$ cat src/assert_macros.svh
// Assertion macros shared by the RTL of the one-wire bus master.
// Each macro expects clk and rst_n to be visible where it is used.
`ifndef ASSERT_MACROS_SVH
`define ASSERT_MACROS_SVH

// Consequent must hold in the same cycle as the antecedent.
`define ASSERT_SAME_CYCLE(lbl, ante, cons, msg) \
  lbl: assert property (@(posedge clk) disable iff (!rst_n) (ante) |-> (cons)) \
    else $error(msg);

// Consequent must hold in the cycle after the antecedent.
`define ASSERT_NEXT_CYCLE(lbl, ante, cons, msg) \
  lbl: assert property (@(posedge clk) disable iff (!rst_n) (ante) |=> (cons)) \
    else $error(msg);

`endif

$ cat src/owm_pkg.sv
// Package for the one-wire bus master: phase codes, command codes,
// register indexes and register reset values. No dependencies.
`timescale 1ns / 1ps

package owm_pkg;

  localparam int CFG_W      = 10;
  localparam int SHORT_W    = 4;
  localparam int BYTE_W     = 8;
  localparam int BIT_IDX_W  = 3;
  localparam int IN_TDATA_W = 16;
  localparam int OUT_TDATA_W = 16;
  localparam int APB_ADDR_W = 5;
  localparam int APB_DATA_W = 32;

  localparam logic [BIT_IDX_W-1:0] LAST_BIT = 3'd7;

  typedef enum logic [1:0] {
    CMD_NONE  = 2'd0,
    CMD_RESET = 2'd1,
    CMD_WRITE = 2'd2,
    CMD_READ  = 2'd3
  } cmd_t;

  typedef enum logic [6:0] {
    PH_IDLE       = 7'b0000001,
    PH_RST_LOW    = 7'b0000010,
    PH_PRES_WAIT  = 7'b0000100,
    PH_RST_REC    = 7'b0001000,
    PH_SLOT_START = 7'b0010000,
    PH_SLOT_BODY  = 7'b0100000,
    PH_SLOT_REC   = 7'b1000000
  } phase_t;

  typedef enum logic [2:0] {
    REG_RESET_LOW   = 3'd0,
    REG_PRES_WAIT   = 3'd1,
    REG_RESET_REC   = 3'd2,
    REG_SLOT        = 3'd3,
    REG_START_LOW   = 3'd4,
    REG_RECOVERY    = 3'd5
  } reg_idx_t;

  localparam logic [CFG_W-1:0]   RST_RESET_LOW = 10'd400;
  localparam logic [CFG_W-1:0]   RST_PRES_WAIT = 10'd30;
  localparam logic [CFG_W-1:0]   RST_RESET_REC = 10'd400;
  localparam logic [CFG_W-1:0]   RST_SLOT      = 10'd40;
  localparam logic [SHORT_W-1:0] RST_START_LOW = 4'd2;
  localparam logic [SHORT_W-1:0] RST_RECOVERY  = 4'd1;

endpackage

$ cat src/one_wire_bus_master.sv
// One-wire bus master: the result word of an accepted tick word is valid in the cycle after,
// throughput one tick word per cycle, sustained while the result side keeps taking.
// The per-tick step is one pass of logic from the held state and the input word
// into the state registers and the output register.
// Synchronous active-low reset: phase idle, counters and shift byte cleared,
// presence and last read byte zero, timing registers at their default values.
`timescale 1ns / 1ps
`include "assert_macros.svh"

module one_wire_bus_master #(
  parameter int TICK_COUNTER_BITS = 10
) (
  input  logic                             clk,
  input  logic                             rst_n,
  // Input word: cmd [1:0], data [9:2], line_in [10], zero fill above.
  input  logic                             in_tvalid,
  output logic                             in_tready,
  input  logic [owm_pkg::IN_TDATA_W-1:0]   in_tdata,
  // Result word: drive_low [0], busy_res [1], done_res [2], presence [3],
  // read_byte [11:4], cmd_rejected [12], zero fill above.
  output logic                             out_tvalid,
  input  logic                             out_tready,
  output logic [owm_pkg::OUT_TDATA_W-1:0]  out_tdata,
  input  logic                             cfg_psel,
  input  logic                             cfg_penable,
  input  logic                             cfg_pwrite,
  input  logic [owm_pkg::APB_ADDR_W-1:0]   cfg_paddr,
  input  logic [owm_pkg::APB_DATA_W-1:0]   cfg_pwdata,
  output logic [owm_pkg::APB_DATA_W-1:0]   cfg_prdata,
  output logic                             cfg_pready
);
  import owm_pkg::*;

  localparam int CW = TICK_COUNTER_BITS;
  localparam int LW = (CW > CFG_W) ? CW : CFG_W;
  localparam logic [CW-1:0] CNT_MAX = '1;

  // Limit seen by the tick counter: clamped to the counter top, zero acts as one.
  function automatic logic [LW-1:0] clamp_lim(input logic [CFG_W-1:0] v);
    logic [LW-1:0] ext;
    logic [LW-1:0] top;
    ext = LW'(v);
    top = LW'(CNT_MAX);
    if (ext > top) ext = top;
    if (ext == '0) ext = LW'(1);
    return ext;
  endfunction

  // Configuration registers.
  logic [CFG_W-1:0]   reset_low_r, pres_wait_r, reset_rec_r, slot_r;
  logic [SHORT_W-1:0] start_low_r, recovery_r;

  // Bus state.
  phase_t              phase_r, phase_nxt;
  cmd_t                op_r, op_nxt;
  logic [CW-1:0]       tick_count_r, tick_count_nxt;
  logic [BIT_IDX_W-1:0] bit_index_r, bit_index_nxt;
  logic [BYTE_W-1:0]   shift_byte_r, shift_byte_nxt;
  logic                presence_r, presence_nxt;
  logic [BYTE_W-1:0]   last_read_r, last_read_nxt;

  // Output register.
  logic                out_tvalid_r;
  logic [OUT_TDATA_W-1:0] out_tdata_r, out_tdata_nxt;

  logic                in_fire, cfg_wr;
  cmd_t                cmd;
  logic [BYTE_W-1:0]   data;
  logic                line_in;
  logic                started;
  phase_t              phase_cur;
  logic [CW-1:0]       tc_cur, tc_inc;
  logic [LW-1:0]       lim_sel;
  logic                reached;
  logic                drive, busy, done, rejected;

  assign cmd     = cmd_t'(in_tdata[1:0]);
  assign data    = in_tdata[9:2];
  assign line_in = in_tdata[10];

  assign in_tready  = !out_tvalid_r || out_tready;
  assign in_fire    = in_tvalid && in_tready;
  assign out_tvalid = out_tvalid_r;
  assign out_tdata  = out_tdata_r;

  assign cfg_pready = 1'b1;
  assign cfg_wr     = cfg_psel && cfg_penable && cfg_pwrite && cfg_pready;

  always_comb begin
    cfg_prdata = '0;
    case (reg_idx_t'(cfg_paddr[4:2]))
      REG_RESET_LOW: cfg_prdata = APB_DATA_W'(reset_low_r);
      REG_PRES_WAIT: cfg_prdata = APB_DATA_W'(pres_wait_r);
      REG_RESET_REC: cfg_prdata = APB_DATA_W'(reset_rec_r);
      REG_SLOT:      cfg_prdata = APB_DATA_W'(slot_r);
      REG_START_LOW: cfg_prdata = APB_DATA_W'(start_low_r);
      REG_RECOVERY:  cfg_prdata = APB_DATA_W'(recovery_r);
      default:       cfg_prdata = '0;
    endcase
  end

  always_ff @(posedge clk) begin
    if (!rst_n) begin
      reset_low_r <= RST_RESET_LOW;
      pres_wait_r <= RST_PRES_WAIT;
      reset_rec_r <= RST_RESET_REC;
      slot_r      <= RST_SLOT;
      start_low_r <= RST_START_LOW;
      recovery_r  <= RST_RECOVERY;
    end else if (cfg_wr) begin
      case (reg_idx_t'(cfg_paddr[4:2]))
        REG_RESET_LOW: reset_low_r <= cfg_pwdata[CFG_W-1:0];
        REG_PRES_WAIT: pres_wait_r <= cfg_pwdata[CFG_W-1:0];
        REG_RESET_REC: reset_rec_r <= cfg_pwdata[CFG_W-1:0];
        REG_SLOT:      slot_r      <= cfg_pwdata[CFG_W-1:0];
        REG_START_LOW: start_low_r <= cfg_pwdata[SHORT_W-1:0];
        REG_RECOVERY:  recovery_r  <= cfg_pwdata[SHORT_W-1:0];
        default: ;
      endcase
    end
  end

  // A command seen while idle starts at once; the start tick is the first
  // tick of the new phase.
  assign started   = (phase_r == PH_IDLE) && (cmd != CMD_NONE);
  assign rejected  = (phase_r != PH_IDLE) && (cmd != CMD_NONE);
  assign phase_cur = started ? ((cmd == CMD_RESET) ? PH_RST_LOW : PH_SLOT_START) : phase_r;
  assign tc_cur    = started ? '0 : tick_count_r;
  assign tc_inc    = (tc_cur == CNT_MAX) ? tc_cur : tc_cur + 1'b1;
  assign busy      = (phase_cur != PH_IDLE);

  always_comb begin
    case (phase_cur)
      PH_RST_LOW:    lim_sel = clamp_lim(reset_low_r);
      PH_PRES_WAIT:  lim_sel = clamp_lim(pres_wait_r);
      PH_RST_REC:    lim_sel = clamp_lim(reset_rec_r);
      PH_SLOT_START: lim_sel = clamp_lim(CFG_W'(start_low_r));
      PH_SLOT_BODY:  lim_sel = clamp_lim(slot_r);
      PH_SLOT_REC:   lim_sel = clamp_lim(CFG_W'(recovery_r));
      default:       lim_sel = LW'(1);
    endcase
  end

  assign reached = (LW'(tc_inc) >= lim_sel);

  always_comb begin
    op_nxt         = started ? cmd : op_r;
    bit_index_nxt  = started ? '0 : bit_index_r;
    shift_byte_nxt = started ? ((cmd == CMD_WRITE) ? data : '0) : shift_byte_r;
    presence_nxt   = presence_r;
    last_read_nxt  = last_read_r;
    phase_nxt      = phase_cur;
    tick_count_nxt = reached ? '0 : tc_inc;
    drive          = 1'b0;
    done           = 1'b0;
    case (phase_cur)
      PH_IDLE: begin
        tick_count_nxt = tc_cur;
      end
      PH_RST_LOW: begin
        drive = 1'b1;
        if (reached) phase_nxt = PH_PRES_WAIT;
      end
      PH_PRES_WAIT: begin
        if (reached) begin
          presence_nxt = !line_in;
          phase_nxt    = PH_RST_REC;
        end
      end
      PH_RST_REC: begin
        if (reached) begin
          done      = 1'b1;
          phase_nxt = PH_IDLE;
        end
      end
      PH_SLOT_START: begin
        drive = 1'b1;
        if (reached) phase_nxt = PH_SLOT_BODY;
      end
      PH_SLOT_BODY: begin
        // A write holds the bit level for the slot; a read samples on the
        // first released tick and shifts the bit in from the top.
        if (op_nxt == CMD_WRITE) begin
          drive = !shift_byte_nxt[0];
        end else if (tc_cur == '0) begin
          shift_byte_nxt = {line_in, shift_byte_nxt[BYTE_W-1:1]};
        end
        if (reached) begin
          if (op_nxt == CMD_WRITE) shift_byte_nxt = {1'b0, shift_byte_nxt[BYTE_W-1:1]};
          if (bit_index_nxt == LAST_BIT) begin
            if (op_nxt == CMD_READ) last_read_nxt = shift_byte_nxt;
            done      = 1'b1;
            phase_nxt = PH_IDLE;
          end else begin
            bit_index_nxt = bit_index_nxt + 1'b1;
            phase_nxt     = (recovery_r == '0) ? PH_SLOT_START : PH_SLOT_REC;
          end
        end
      end
      PH_SLOT_REC: begin
        if (reached) phase_nxt = PH_SLOT_START;
      end
      default: begin
        phase_nxt      = PH_IDLE;
        tick_count_nxt = tc_cur;
      end
    endcase
  end

  assign out_tdata_nxt = {3'b000, rejected, last_read_nxt, presence_nxt, done, busy, drive};

  always_ff @(posedge clk) begin
    if (!rst_n) begin
      phase_r      <= PH_IDLE;
      op_r         <= CMD_NONE;
      tick_count_r <= '0;
      bit_index_r  <= '0;
      shift_byte_r <= '0;
      presence_r   <= 1'b0;
      last_read_r  <= '0;
      out_tvalid_r <= 1'b0;
    end else begin
      if (in_fire) begin
        phase_r      <= phase_nxt;
        op_r         <= op_nxt;
        tick_count_r <= tick_count_nxt;
        bit_index_r  <= bit_index_nxt;
        shift_byte_r <= shift_byte_nxt;
        presence_r   <= presence_nxt;
        last_read_r  <= last_read_nxt;
        out_tvalid_r <= 1'b1;
      end else if (out_tready) begin
        out_tvalid_r <= 1'b0;
      end
    end
  end

  always_ff @(posedge clk) begin
    if (in_fire) out_tdata_r <= out_tdata_nxt;
  end

  `ASSERT_SAME_CYCLE(a_done_busy, out_tvalid_r && out_tdata_r[2], out_tdata_r[1], "done without busy")
  `ASSERT_SAME_CYCLE(a_drive_busy, out_tvalid_r && out_tdata_r[0], out_tdata_r[1], "drive while idle")
  `ASSERT_SAME_CYCLE(a_idle_count, phase_r == PH_IDLE, tick_count_r == '0, "idle with count")
  `ASSERT_NEXT_CYCLE(a_fire_valid, in_fire, out_tvalid_r, "accepted word gave no result")

endmodule
$ cat config.mk
export PLATFORM = sky130hd
export DESIGN_NAME = one_wire_bus_master
export DESIGN_NICKNAME = d
export VERILOG_FILES = /design/src/owm_pkg.sv /design/src/one_wire_bus_master.sv
export VERILOG_INCLUDE_DIRS = /design/src /design/src/src
export SDC_FILE = /design/constraint.sdc
export NUM_CORES = 1
export LEC_CHECK = 0
export ABC_CLOCK_PERIOD_IN_PS = 11880
export BUFFER_PORTS_ARGS = -buffer_cell sky130_fd_sc_hd__buf_2
export CAP_MARGIN = 20
export CORE_ASPECT_RATIO = 1.25
export CORE_MARGIN = 2
export CORE_UTILIZATION = 61
export DETAILED_ROUTE_END_ITERATION = 7
export GPL_TIMING_DRIVEN = 0
export PLACE_DENSITY = 0.87
export SETUP_SLACK_MARGIN = 0.5
export SLEW_MARGIN = 20
export SYNTH_ARGS = -nofsm -noshare
export SYNTH_HDL_FRONTEND = slang
export SYNTH_SLANG_ARGS = --single-unit
$ cat constraint.sdc
create_clock -name clk -period 11.88 [get_ports clk]
set_clock_uncertainty 0.1 [all_clocks]
set_input_delay 1.188 -clock clk [delete_from_list [all_inputs] [get_ports clk]]
set_output_delay 1.188 -clock clk [all_outputs]
set_load 0.005 [all_outputs]
==> results.cfg <==
[critical_path]
path_max_fanout = 10
rrSetupSlack_ns = 5.57
r2r-start = phase_r[0]
cp_slowest_stage_delay_ns = 0.47
r2r_end = out_tdata[6]
worst_path_max_delay_cell = clkbuf_1
worstSetupStartpointType = input port
required_ns = 11.89
path_common_cell = clkbuf_1
r2r_cells = 24
arrival_ns = 6.51
critPathKind = input port to flop
cp-end-kind = flop
crit_path_cell_trace = buf_2 > nor2_1 > or3_4 > buf_6 > buf_2 > nand2_1 > inv_1 > ha_1 > and3_1 > nand4_1 > or3_1 > clkbuf_1 > nand2_1 > o21ai_0 > ha_1 > o211ai_1 > a21oi_1 > o21ai_0 > a21oi_1 > clkbuf_1 > nand3_1 > clkbuf_1 > mux2_2

[synth]
synth_top_cell_by_area = dfxtp_1
yosys_warnings = 0
yosysTopAreaCellShare_pct = 29.9
synth_area_sq_um = 5890
syn_avg_cell_area_sq_um = 8.47
ys.flop_type = dfxtp_1
yosys.cell_types.count = 65
synth_seq_cells = 101
synth_area_leaders = dfxtp_1 30%, mux2i_1 7.1%, edfxtp_1 6.6%, nand2_1 6.2%, nor2_1 4.8%
async_flop_share_pct = 0
synth_edf_count = 13
syn_inst = 696
yosysSeqAreaShare_pct = 36.5

[timing]
setup-tns-final_ns = 0
rsz0062_at_grt = false
fmax_mhz = 154
layout_setup_ws_ns = 5.38
fin_crit_ns = 6.50
slew_viol_final = 0
hold_violations = 0
tightest_slew_ns = 0.885
finalSetupViolations = 0
finalCritPeriodShare_pct = 54.7
relSlewSlack_pct = 41.0

[power]
p_leak_uw = 0.00277
power_density_nw_per_um2 = 128
ir_worst_vdd_mv = 0.117

[global_route]
grt.overflow.total = 0
grt_usage_pct = 32.7
grt_pass1_vias = 5684
antenna_found_initial = 0
grt_max_degree = 23
grt_pass1_wl_microns = 27200

[drt]
drt-total-wl_microns = 17000
drc = 0
route.vias.total = 5742
drtIter0Drc = 587
wire_per_inst_microns = 18.6
dr.pass1.iters = 6
routed_via_density = 6.27
ant_nets = 0

[final_layout]
drive_above_1_share_pct = 18.0
fillers = 773
diodes = 0
syn2layout_area_growth_pct = 14.4
num-nets-final = 858

[clock_network]
cts_tree = yes
cts_resized = 0
htree_num_levels = 3
clk_path_buf_depth = 2
cts_root_buf = clkbuf_16
numCtsBuffers = 9
clk-insertion-delay-late_ns = 0.35
holdBufCountCts = 0
post-cts-setup-buffer-count = 0
clkTransAtPathRegs_ns = 0.07
cts.sinks = 101

[run_status]
status = finished, final reports clean

[placement]
place_ws_ns = 5.16
io_buffers = 53
dp_hpwl_microns = 12400
place.gp.congestion = 0.950

[worst_hold_path]
whs_path_depth = 2
min_to = last_read_r[1]
min_from = last_read_r[1]
hp-class = flop to flop

[flow_run]
maxCapViolCount = 0

[floorplanning]
core-area_sq_um = 9510
io_pins = 111
die_h_microns = 114
dieArea_sq_um = 10500
initial_utilization_pct = 62.0
chipWidth_microns = 91.9
rows = 40
## registers in the layout, indices dropped and copies added, names as in the netlist, 7 cells and up
signal / flops
pres_wait_r: 10
slot_r: 10
phase_r: 7
last_read_r: 8
tick_count_r: 10
reset_rec_r: 10
out_tdata: 13
reset_low_r: 10
shift_byte_r: 8
## stage by stage
stage                     instance area, sq um  std cells  utilization, %  hold slack [ns]  power [uW]
after floorplan                           5980        720               -            0.321         497
after global placement                    6400        899            67.4            0.338         546
after detailed placement                  6420        900            67.5            0.344         553
after CTS                                 6730        916            70.7            0.353         854
after global routing                      6740        916            70.9            0.374         890
final                                     6740        916            70.9            0.355         861
## cell usage in the layout (no fill, tap or decap), types with 6 or more instances in the layout
cell type,netlist,routed
a21boi_0,7,7
a21oi_1,35,35
a222oi_1,6,6
a22o_1,8,8
a22oi_1,26,26
a31oi_1,8,8
and3_1,9,9
buf_2,5,58
buf_4,28,29
clkbuf_1,30,29
clkbuf_16,0,9
conb_1,2,26
dfxtp_1,88,88
edfxtp_1,13,13
ha_1,13,13
inv_1,6,6
mux2_2,13,13
mux2i_1,42,42
mux4_2,7,7
nand2_1,98,98
nand2b_1,6,6
nand3_1,23,23
nand4_1,6,6
nor2_1,76,75
nor2b_1,10,10
nor3_1,16,14
nor4_1,9,8
o21ai_0,26,26
o22ai_1,7,7
## kinds of logic after synthesis
| logic type | share of synthesized area [%] |
|---|---|
| AND/OR/NAND/NOR | 22.8 |
| multiplexers | 12.3 |
| other | 0.127 |
| adder cells (fa/ha/maj) | 2.76 |
| buffers and inverters | 6.67 |
| XOR/XNOR | 0.892 |
| AO/OA/AOI/OAI | 17.9 |
| flip-flops | 36.5 |
## cell usage after synthesis (10+ instances only)
| master | number |
|---|---|
| nor3_1 | 16 |
| a22oi_1 | 26 |
| o21ai_0 | 26 |
| nand2_1 | 98 |
| nand3_1 | 23 |
| dfxtp_1 | 88 |
| clkbuf_1 | 30 |
| nor2_1 | 76 |
| a21oi_1 | 35 |
| mux2i_1 | 42 |
| edfxtp_1 | 13 |
| mux2_2 | 13 |
| nor2b_1 | 10 |
| ha_1 | 13 |
| buf_4 | 28 |
## report_power, final
part / internal (uW) / leakage [uW] / switching (uW)
sequential: 355 / 0.000839 / 5.82
combinational: 68.6 / 0.00178 / 123
clock: 166 / 0.000144 / 142
total: 590 / 0.00277 / 271
## worst max path at each step
stage                startpoint           end  slack [ns]  cells after the start
floorplan           in_tdata[1]  out_tdata[6]        6.36                     21
global placement    in_tdata[0]  out_tdata[6]        5.37                     23
detailed placement  in_tdata[1]  out_tdata[7]        5.16                     23
CTS                 in_tdata[1]  out_tdata[6]        5.49                     23
global route        in_tdata[1]  out_tdata[6]        5.09                     23
finish              in_tdata[0]  out_tdata[6]        5.38                     23
## worst max-delay path, delay by kind of cell
family	cells	cell delay (ns)
compound gates	5	0.94
fa+ha+maj	2	0.55
simple gates	8	1.88
buf+inv	7	1.59
mux	1	0.33
## cell type report
type | instances | area, sq um | share of cell area [%]
Multi-Input combinational cell | 546 | 3460 | 51.3
Sequential cell | 101 | 2150 | 31.9
Buffer | 66 | 368 | 5.46
Timing Repair Buffer | 54 | 273 | 4.05
Clock buffer | 9 | 225 | 3.34
Tap cell | 126 | 158 | 2.34
Clock inverter | 7 | 82.6 | 1.23
Inverter | 7 | 26.3 | 0.390
## metal layers
layer	GRT usage [%]	share of wire, %	up-vias
met5	0	0	-
met4	19.8	4.4	0
met3	5.94	8.5	73
met2	55.7	50	371
met1	38.3	37	2622
li1	-	-	2676
Power figures use the tool's default switching activity.
